### src/rtl/fir_so_pkg.sv
// Package for the FIR filter with shift and offset.
// Holds sizes, register and operation codes, item types and sequencer states.
// No dependencies.
`default_nettype none

package fir_so_pkg;

	localparam int TAPS = 64;
	localparam int POS_W = $clog2(TAPS);
	localparam int SMP_W = 16;
	localparam int PROD_W = 2 * SMP_W;
	localparam int ACC_W = PROD_W + POS_W;
	localparam int RES_W = ACC_W + 1;
	localparam int TAP_W = 6;
	localparam int SHIFT_W = 6;
	localparam int OFFSET_W = 16;
	localparam int CFG_IDX_W = 1;
	localparam int CFG_DATA_W = 16;

	localparam logic [OFFSET_W-1:0] OFFSET_RESET = 16'd32;
	localparam logic [SHIFT_W-1:0] SHIFT_RESET = 6'd24;

	localparam logic [CFG_IDX_W-1:0] REG_OUTPUT_OFFSET = 1'b0;
	localparam logic [CFG_IDX_W-1:0] REG_SHIFT_AMOUNT = 1'b1;

	localparam logic OP_FILTER = 1'b0;
	localparam logic OP_LOAD = 1'b1;

	typedef struct packed {
		logic operation;
		logic signed [SMP_W-1:0] sample_word;
		logic [TAP_W-1:0] tap_number;
		logic signed [SMP_W-1:0] tap_value;
	} in_item_t;

	typedef struct packed {
		logic signed [SMP_W-1:0] filtered_value;
		logic overflow;
	} out_item_t;

	typedef enum logic [2:0] {
		ST_IDLE,
		ST_RUN,
		ST_DRAIN,
		ST_SHIFT,
		ST_OUT
	} state_t;

endpackage

`default_nettype wire

### src/rtl/fir_filter_shift_offset.sv
// FIR filter top level: sample history and coefficient table in two RAMs,
// one shared multiply-accumulate stepped over the taps by a sequencer.
// A sample transaction is accepted only in idle and gives one result; in_stall stays
// high until that result has moved to the output register, so a new sample waits while
// the single multiplier walks the taps; a coefficient load gives no result.
// Reset (arst_n low) clears history and coefficients through per-entry valid bits.
`default_nettype none

module fir_filter_shift_offset (
	input logic clk,
	input logic arst_n,
	input logic in_valid,
	output logic in_stall,
	input fir_so_pkg::in_item_t in_data,
	output logic out_valid,
	input logic out_stall,
	output fir_so_pkg::out_item_t out_data,
	input logic cfg_valid,
	output logic cfg_ready,
	input logic [fir_so_pkg::CFG_IDX_W-1:0] cfg_index,
	input logic [fir_so_pkg::CFG_DATA_W-1:0] cfg_data
);

	import fir_so_pkg::*;

	state_t st_q, st_d;
	logic [POS_W-1:0] k_q;
	logic [POS_W-1:0] rd_pos_q;
	logic [POS_W-1:0] newest_q;
	logic [TAPS-1:0] hist_vld_q;
	logic [TAPS-1:0] coef_vld_q;
	logic signed [ACC_W-1:0] acc_q;
	logic signed [ACC_W-1:0] sh_q;
	logic [OFFSET_W-1:0] offset_q;
	logic [SHIFT_W-1:0] shift_q;
	logic out_valid_q;
	out_item_t out_data_q;
	logic rd_vld_s1, hv_s1, cv_s1;
	logic signed [PROD_W-1:0] prod_s2;
	logic mul_vld_s2;

	logic in_acc, smp_acc, ld_acc;
	logic issue, load_out, out_free;
	logic [SMP_W-1:0] hist_rdata, coef_rdata;
	logic signed [SMP_W-1:0] hop, cop;
	logic signed [RES_W-1:0] res;
	logic ovf;

	assign cfg_ready = 1'b1;
	assign in_acc = in_valid && !in_stall;
	assign smp_acc = in_acc && (in_data.operation == OP_FILTER);
	assign ld_acc = in_acc && (in_data.operation == OP_LOAD)
		&& (int'(in_data.tap_number) < TAPS);
	assign out_free = !out_valid_q || !out_stall;

	always_comb begin
		st_d = st_q;
		case (st_q)
			ST_IDLE: begin
				if (smp_acc) st_d = ST_RUN;
			end
			ST_RUN: begin
				if (k_q == POS_W'(TAPS - 1)) st_d = ST_DRAIN;
			end
			ST_DRAIN: begin
				if (!rd_vld_s1 && !mul_vld_s2) st_d = ST_SHIFT;
			end
			ST_SHIFT: begin
				st_d = ST_OUT;
			end
			ST_OUT: begin
				if (out_free) st_d = ST_IDLE;
			end
			default: begin
				st_d = ST_IDLE;
			end
		endcase
	end

	always_comb begin
		in_stall = 1'b1;
		issue = 1'b0;
		load_out = 1'b0;
		case (st_q)
			ST_IDLE: begin
				in_stall = 1'b0;
			end
			ST_RUN: begin
				issue = 1'b1;
			end
			ST_OUT: begin
				load_out = out_free;
			end
			default: begin
				in_stall = 1'b1;
			end
		endcase
	end

	fir_so_ram #(.WIDTH(SMP_W), .DEPTH(TAPS)) u_hist_ram (
		.clk(clk),
		.we(smp_acc),
		.waddr(newest_q),
		.wdata(in_data.sample_word),
		.re(issue),
		.raddr(rd_pos_q),
		.rdata(hist_rdata)
	);

	fir_so_ram #(.WIDTH(SMP_W), .DEPTH(TAPS)) u_coef_ram (
		.clk(clk),
		.we(ld_acc),
		.waddr(POS_W'(in_data.tap_number)),
		.wdata(in_data.tap_value),
		.re(issue),
		.raddr(k_q),
		.rdata(coef_rdata)
	);

	assign hop = hv_s1 ? signed'(hist_rdata) : '0;
	assign cop = cv_s1 ? signed'(coef_rdata) : '0;

	assign res = RES_W'(sh_q) + RES_W'(offset_q);
	assign ovf = !((&res[RES_W-1:SMP_W-1]) || !(|res[RES_W-1:SMP_W-1]));

	always_ff @(posedge clk or negedge arst_n) begin
		if (!arst_n) begin
			st_q <= ST_IDLE;
			k_q <= '0;
			rd_pos_q <= '0;
			newest_q <= '0;
			hist_vld_q <= '0;
			coef_vld_q <= '0;
			offset_q <= OFFSET_RESET;
			shift_q <= SHIFT_RESET;
			out_valid_q <= 1'b0;
			rd_vld_s1 <= 1'b0;
			mul_vld_s2 <= 1'b0;
		end else begin
			st_q <= st_d;
			if (cfg_valid && cfg_ready) begin
				case (cfg_index)
					REG_OUTPUT_OFFSET: offset_q <= cfg_data;
					REG_SHIFT_AMOUNT: shift_q <= cfg_data[SHIFT_W-1:0];
					default: begin
					end
				endcase
			end
			if (ld_acc) begin
				coef_vld_q[POS_W'(in_data.tap_number)] <= 1'b1;
			end
			if (smp_acc) begin
				hist_vld_q[newest_q] <= 1'b1;
				newest_q <= (newest_q == '0) ? POS_W'(TAPS - 1) : newest_q - 1'b1;
				rd_pos_q <= newest_q;
				k_q <= '0;
			end else if (issue) begin
				rd_pos_q <= (rd_pos_q == POS_W'(TAPS - 1)) ? '0 : rd_pos_q + 1'b1;
				k_q <= k_q + 1'b1;
			end
			rd_vld_s1 <= issue;
			mul_vld_s2 <= rd_vld_s1;
			if (load_out) begin
				out_valid_q <= 1'b1;
			end else if (!out_stall) begin
				out_valid_q <= 1'b0;
			end
		end
	end

	always_ff @(posedge clk) begin
		if (issue) begin
			hv_s1 <= hist_vld_q[rd_pos_q];
			cv_s1 <= coef_vld_q[k_q];
		end
		prod_s2 <= hop * cop;
		if (smp_acc) begin
			acc_q <= '0;
		end else if (mul_vld_s2) begin
			acc_q <= acc_q + ACC_W'(prod_s2);
		end
		if (st_q == ST_SHIFT) begin
			sh_q <= acc_q >>> shift_q;
		end
		if (load_out) begin
			out_data_q.filtered_value <= res[SMP_W-1:0];
			out_data_q.overflow <= ovf;
		end
	end

	assign out_valid = out_valid_q;
	assign out_data = out_data_q;

	a_accept_idle: assert property (@(posedge clk) disable iff (!arst_n)
		in_acc |-> (st_q == ST_IDLE))
		else $error("input transaction taken outside idle");

	a_pipe_empty_idle: assert property (@(posedge clk) disable iff (!arst_n)
		(st_q == ST_IDLE) |-> (!rd_vld_s1 && !mul_vld_s2))
		else $error("multiply pipeline busy while idle");

	a_run_end: assert property (@(posedge clk) disable iff (!arst_n)
		(st_q == ST_RUN && k_q == POS_W'(TAPS - 1)) |=> (st_q == ST_DRAIN))
		else $error("tap walk did not end after last tap");

	a_no_overwrite: assert property (@(posedge clk) disable iff (!arst_n)
		(out_valid_q && out_stall) |=> (out_valid_q && $stable(out_data_q)))
		else $error("pending result overwritten");

	a_sample_starts_run: assert property (@(posedge clk) disable iff (!arst_n)
		smp_acc |=> (st_q == ST_RUN && k_q == '0))
		else $error("sample did not start tap walk");

endmodule

`default_nettype wire

### src/rtl/fir_so_ram.sv
// Generic single-port-write, single-port-read RAM with registered read data.
// Width and depth are parameters; no dependencies.
`default_nettype none

module fir_so_ram #(
	parameter int WIDTH = 16,
	parameter int DEPTH = 64
) (
	input logic clk,
	input logic we,
	input logic [$clog2(DEPTH)-1:0] waddr,
	input logic [WIDTH-1:0] wdata,
	input logic re,
	input logic [$clog2(DEPTH)-1:0] raddr,
	output logic [WIDTH-1:0] rdata
);

	logic [WIDTH-1:0] mem_q [DEPTH];
	logic [WIDTH-1:0] rdata_q;

	always_ff @(posedge clk) begin
		if (we) begin
			mem_q[waddr] <= wdata;
		end
		if (re) begin
			rdata_q <= mem_q[raddr];
		end
	end

	assign rdata = rdata_q;

endmodule

`default_nettype wire
### config.mk
export PLATFORM = sky130hd
export DESIGN_NAME = fir_filter_shift_offset
export DESIGN_NICKNAME = d
export VERILOG_FILES = /design/src/rtl/fir_so_pkg.sv /design/src/rtl/fir_filter_shift_offset.sv /design/src/rtl/fir_so_ram.sv
export SDC_FILE = /design/constraint.sdc
export NUM_CORES = 2
export LEC_CHECK = 0
export BUFFER_PORTS_ARGS = -buffer_cell sky130_fd_sc_hd__buf_2
export CAP_MARGIN = 40
export CORE_AREA = 2 2 551 553
export CTS_BUF_LIST = sky130_fd_sc_hd__clkbuf_4 sky130_fd_sc_hd__clkbuf_8
export DETAILED_ROUTE_END_ITERATION = 16
export DIE_AREA = 0 0 553 555
export GPL_TIMING_DRIVEN = 0
export SYNTH_ARGS = -nofsm -noshare
export SYNTH_HDL_FRONTEND = slang
export SYNTH_SLANG_ARGS = --single-unit
### constraint.sdc
create_clock -name clk -period 6.54 [get_ports clk]
set_clock_uncertainty 0.1 [all_clocks]
set_input_delay 0 -clock clk [delete_from_list [all_inputs] [get_ports clk]]
set_output_delay 0 -clock clk [all_outputs]
set_load 0.005 [all_outputs]
### Yosys cells after proc, flatten, opt, wreduce, memory -nomap -nowiden

Memories as Yosys holds them, arrays and structs flattened. A register that Yosys moved wholly into a read port is not among the register bits.
Index checks and enable logic that the tools add are counted.

| word-level totals | value |
|---|---|
| memories | 2 |
| output and inout port bits | 20 |
| input bits | 61 |
| register bits | 301 |
| RAM bits | 2048 |

| operators by class | value |
|---|---|
| shift operators | 1 |
| $add $sub $neg | 5 |
| reductions and logical operators | 22 |
| muxes and demuxes | 30 |
| $mul | 1 |
| equality and inequality tests | 11 |
| order comparisons | 6 |
| bitwise operators | 4 |

Memory list:

| memory | words | width | rd ports | clocked after memory_dff | wr ports | RTL line | source |
|---|---|---|---|---|---|---|---|
| u_coef_ram.mem_q | 64 | 16 | 1 | 1 | 1 | fir_so_ram.sv:18 | `logic [WIDTH-1:0] mem_q [DEPTH];` |
| u_hist_ram.mem_q | 64 | 16 | 1 | 1 | 1 | fir_so_ram.sv:18 |  |

Operator list:

| kind | count |
|---|---|
| bitwise OR 64 bit | 2 |
| adder 38 x 17 -> 39 bit | 1 |
| adder 38 x 32 -> 38 bit | 1 |
| >>> shifter 38 x 6 -> 38 bit | 1 |
| 2-to-1 mux 6 bit | 6 |
| multiplier 16 x 16 -> 32 bit | 1 |
| 2-to-1 mux 16 bit | 2 |
| less-than comparator 6 x 7 -> 1 bit, second input constant | 4 |
| AND reduction 24 bit | 1 |
| OR reduction 24 bit | 1 |
| case mux 3 bit (5 select lines) | 1 |
| 2-to-1 mux 1 bit | 13 |
| adder 6 x 1 -> 6 bit, second input constant | 2 |
| binary-select mux 1 bit (select 6 bit) | 2 |
| demux 1 bit (select 6 bit) | 2 |
| equality test 6 bit, second input constant | 2 |
| >= comparator 6 x 1 -> 1 bit, second input constant | 2 |
| 2-to-1 mux 3 bit | 4 |
| != test 2 bit, second input constant | 4 |
| equality test 3 x 2 -> 1 bit, second input constant | 2 |
| logical AND 1 bit | 6 |
| logical NOT 1 bit | 6 |
| logical NOT 6 bit | 1 |
| subtractor 6 x 1 -> 6 bit, second input constant | 1 |
| other kinds (9) | 12 |

### Depth between registers and ports, before layout

| depth | value |
|---|---|
| word-level depth | 5 |
| mapped depth | 27 |
| depth with buffers taken out | 26 |

### Modules after synthesis

Synthesis repeated with hierarchy kept, for this count alone.

| second synthesis, totals | value |
|---|---|
| cells, all modules | 6367 |
| area total of the unflattened synthesis | 106777.4 um2 |

Modules (own cells, without submodules):

| module | area an instance (um2) | cells an instance | instances | seq. area each (um2) |
|---|---|---|---|---|
| fir_so_ram | 40202.3 | 1829 | 2 | 31230.0 |
| fir_filter_shift_offset | 26372.8 | 2709 | 1 | 7470.9 |

### Least setup slack after synthesis

Ideal clock, no wire load.

| path | value |
|---|---|
| path type | register -> register |
| from | reg hv_s1 |
| to | reg prod_s2[31] |
| data arrival time | 6.337 ns |
| stages on the path, launching flop included | 26 |
| buffers on the path | 2 |
| library setup time | 0.072 ns |
| setup slack | 0.030 ns |
| cells stage by stage | edfxtp_1 > clkbuf_1 > clkbuf_1 > nand2_1 > nor2_1 > fa_1 > inv_1 > fa_1 > fa_1 > inv_1 > fa_1 > fa_1 > inv_1 > fa_1 > inv_1 > ha_1 > a21oi_1 > o21ai_0 > a2111oi_0 > o31ai_1 > nand2_1 > o21ai_1 > a2111oi_2 > o21bai_1 > a21oi_1 > xnor2_1 |

| on the way | value |
|---|---|
| cells in the longest elaborated chain, start to end | 2 |

Ends and longest elaborated chain:

| what | RTL line | source |
|---|---|---|
| start, declared | fir_filter_shift_offset.sv:38 | `logic rd_vld_s1, hv_s1, cv_s1;` |
| start signal, assigned | fir_filter_shift_offset.sv:173 | `hv_s1 <= hist_vld_q[rd_pos_q];` |
| 2-to-1 mux 16 bit | fir_filter_shift_offset.sv:120 | `assign hop = hv_s1 ? signed'(hist_rdata) : '0;` |
| multiplier 16 x 16 -> 32 bit | fir_filter_shift_offset.sv:176 | `prod_s2 <= hop * cop;` |
| end signal, assigned | fir_filter_shift_offset.sv:176 |  |
| end, declared | fir_filter_shift_offset.sv:39 | `logic signed [PROD_W-1:0] prod_s2;` |

Every way passes these cells.
A chain may end at the register's enable or synchronous reset.

### Final worst setup path

Ends and elaborated chain as after synthesis.

==> metrics.txt <==
NumNets Final 7107; Slew @ Worst Pin 0.942 ns; Initial Util 0.348; Avg Cell Area, Syn 18.2 um2; worst-skew pair later-pin latency 1.08 ns; R2R cell count 21; cells after synthesis 5764; switching share of power 0.335; DIE AREA 0.307 mm2; Yosys reg bits 2381; pre-CTS WS -1.26 ns; final std cells w/o fill 10900; Crit Path Category reg2reg; DIE WIDTH 553 um; Final Cycle Share 1.03; I/O pin cnt 81; antenna-violating nets left 0; r2r startpoint hv_s1; Synth cell types 82; crit-path max FO 7; DR vias/cell 5.21; number of DRC markers in iteration 0 5868; Fill cells 26800; Worst R2R Setup Slack -0.17 ns; footprint of the multi-input gates 0.0335 mm2; Slew Viols, Final 0; PnR worst setup slack -0.167 ns; clock root buffer clkbuf_8; RSZ-0062 raised after global routing true; final number of hold-violating endpoints 0; Core Box Area 0.301 mm2; clock network power share 0.273; grt ovf 0; Max clock buf depth 4; most frequent cells in the layout edfxtp_1, mux4_2, clkbuf_8; fraction of layout cells with a size suffix above 1 0.318; overall power 48.1 mW; crit end category register; count of flip-flops with a built-in enable after synthesis 2137; Synth Warn # 0; first-pass GRT wire length 402 mm; Worst Hold End u_hist_ram.mem_q[57][15]; DP Cell Count 10000; register area 0.0699 mm2; power per cell area 385 mW/mm2; Flop pwr share 0.371; TritonCTS Buffers 383; Comb pwr share 0.356; input/output buffers 74; Hold Crit Class in2reg; commonest non-fill, non-tap cell in the layout edfxtp_1; number of antenna violations at the first check in global routing 9; failing checks setup timing; setup TNS -0.287 ns; Vias 57000; # rows 202; worst vdd ir 221 uV; total clock sinks 2381; sequential-to-total area share from yosys stat 0.667; Crit path required time 7.32 ns; Yosys top cell by area edfxtp_1; routability cong. 0.921; fin crit period 6.71 ns; Layout area overhead 19.0%; Detail Placement HPWL 192 mm; Cell Int Power 32.0 mW; Leak 43.5 nW; Net Count, Synth 6228; pin count of the biggest net entering global routing 87; Sw Pwr 16.1 mW; top post-synthesis cells by area edfxtp_1, mux4_2, fa_1, dfrtp_1, ha_1; Worst Hold Depth 2; Max Cap Viol 0; Hold Path Origin in_data[37]; FF-to-FF End prod_s2[31]; Util after Layout 0.414; CTS clock-pin slew for the worst setup and hold paths 0.06 ns; Final setup viols 4; type of origin of the critical path register; Total GRT Usage 0.177; Post-Syn Area 0.105 mm2; CTS tree built; fmax 149 MHz; Synth top area share 0.612; Max-slew headroom 0.371; drt total wl 274 mm; Residual DRC 0; vias in the first global route 59200; outcome finished with violations; DIE HEIGHT 555 um; H-tree Lvls 5; FFs w/ async S/R, synth 0.0731; WL/cell 25.1 um; first-pass iteration count of the detailed router 7; CP startpoint hv_s1; Top FF cell, synth edfxtp_1; worst path arrival time 7.48 ns
==> what timing repair did <==
action / 4_1_cts / 5_1_grt
pin swaps: 28 / 36
resized for setup: 180 / 53
setup endpoints to repair: 15 / 12
endpoints found under the hold margin: 3082 / 0
hold buffers: 155 / 0
gates cloned: 3 / 1
buffers inserted: 34 / 15
==> cell families (layout without fill, tap and decap cells) <==
logic type	count (synthesis)	count (layout)	synth area share
AND/OR/NAND/NOR	1060	1060	0.0460
other	1	6	0.0000358
XOR/XNOR	98	98	0.00819
buffers and inverters	601	1796	0.0221
multiplexers	848	848	0.167
AO/OA/AOI/OAI	372	372	0.0225
adder cells (fa/ha/maj)	403	403	0.0670
flip-flops	2381	2381	0.667
==> state kept, by name, indices dropped and copies added, names as in the netlist <==
register and flops:
u_hist_ram.rdata 16, out_data 17, rd_vld_s1 1, hv_s1 1, out_valid 1, cv_s1 1, u_hist_ram.mem_q 1024, prod_s2 32
newest_q 6, mul_vld_s2 1, acc_q 38, coef_vld_q 64, k_q 6, sh_q 38, st_q 3, shift_q 6
u_coef_ram.mem_q 1024, u_coef_ram.rdata 16, offset_q 16, rd_pos_q 6, hist_vld_q 64
==> worst max path at each step <==
| stage | end | slack, ns |
|---|---|---|
| 2_1_floorplan | prod_s2[31] | 0.03 |
| 3_3_place_gp | prod_s2[31] | -1.27 |
| 3_5_place_dp | prod_s2[31] | -1.26 |
| 4_1_cts | prod_s2[31] | -0.11 |
| 5_1_grt | prod_s2[31] | -0.33 |
| 6_report | prod_s2[31] | -0.17 |
==> per-layer routing <==
layer,vias to the layer above,track usage,routed length (um)
met1,30200,0.240,115000
met3,451,0.0292,17700
met5,-,0,27
met2,2071,0.289,132000
met4,4,0.0586,9240
li1,24200,-,-
==> Yosys cell counts, drive strengths merged, types with 13 or more instances <==
cell    instances
a211oi         28
a21o           25
a21oi         118
a31oi          15
and2           30
buf            88
clkbuf        190
dfrtp         171
dfxtp          70
edfxtp       2137
fa            264
ha            139
inv           322
mux2           53
mux2i          79
mux4          716
nand2         284
nand2b         20
nand3          49
nand3b         13
nand4          16
nor2          427
nor3           30
o21a           14
o21ai          95
o31ai          13
or2           134
xnor2          66
xor2           32
==> critical path: stages (launching register included) <==
cell	delay [ns]
edfxtp_1	0.50
buf_4	0.22
nand2_2	0.28
nor2_1	0.12
fa_1	0.59
fa_1	0.47
fa_2	0.58
fa_2	0.45
fa_1	0.53
inv_2	0.04
fa_1	0.51
inv_2	0.05
ha_4	0.15
or3_4	0.38
a2111oi_4	0.39
o31ai_4	0.18
nand2_2	0.13
o21ai_4	0.08
a2111oi_4	0.31
o21bai_1	0.12
a21oi_1	0.18
xnor2_1	0.19
==> power by group through the flow <==
| stage | clock (mW) | sequential, mW | combinational [mW] |
|---|---|---|---|
| floorplan | 0 | 17.9 | 10.6 |
| global placement | 0 | 18.1 | 15.9 |
| detailed placement | 0 | 18.1 | 16.5 |
| CTS | 13.4 | 17.8 | 17.0 |
| global route | 14.0 | 17.9 | 18.3 |
| finish | 13.1 | 17.8 | 17.1 |
==> cell type report <==
cell class,count,share of cell area
plain buffers,260,0.0101
inverters,323,0.00972
flip-flops and latches,2381,0.560
clock buffers,552,0.0539
clock inverters,149,0.00918
multi-input cells,2782,0.268
diodes,5,0.000100
well taps,3978,0.0399
repair buffers,512,0.0485
==> through the flow <==
stage | hold WS, ns | instance area [um2]
6_report | 0.0913 | 125000
5_1_grt | 0.0592 | 125000
4_1_cts | 0.00380 | 124000
3_5_place_dp | -0.255 | 114000
3_3_place_gp | 0.133 | 110000
2_1_floorplan | -0.396 | 105000
Note: power is estimated with default switching activity, not from simulation.
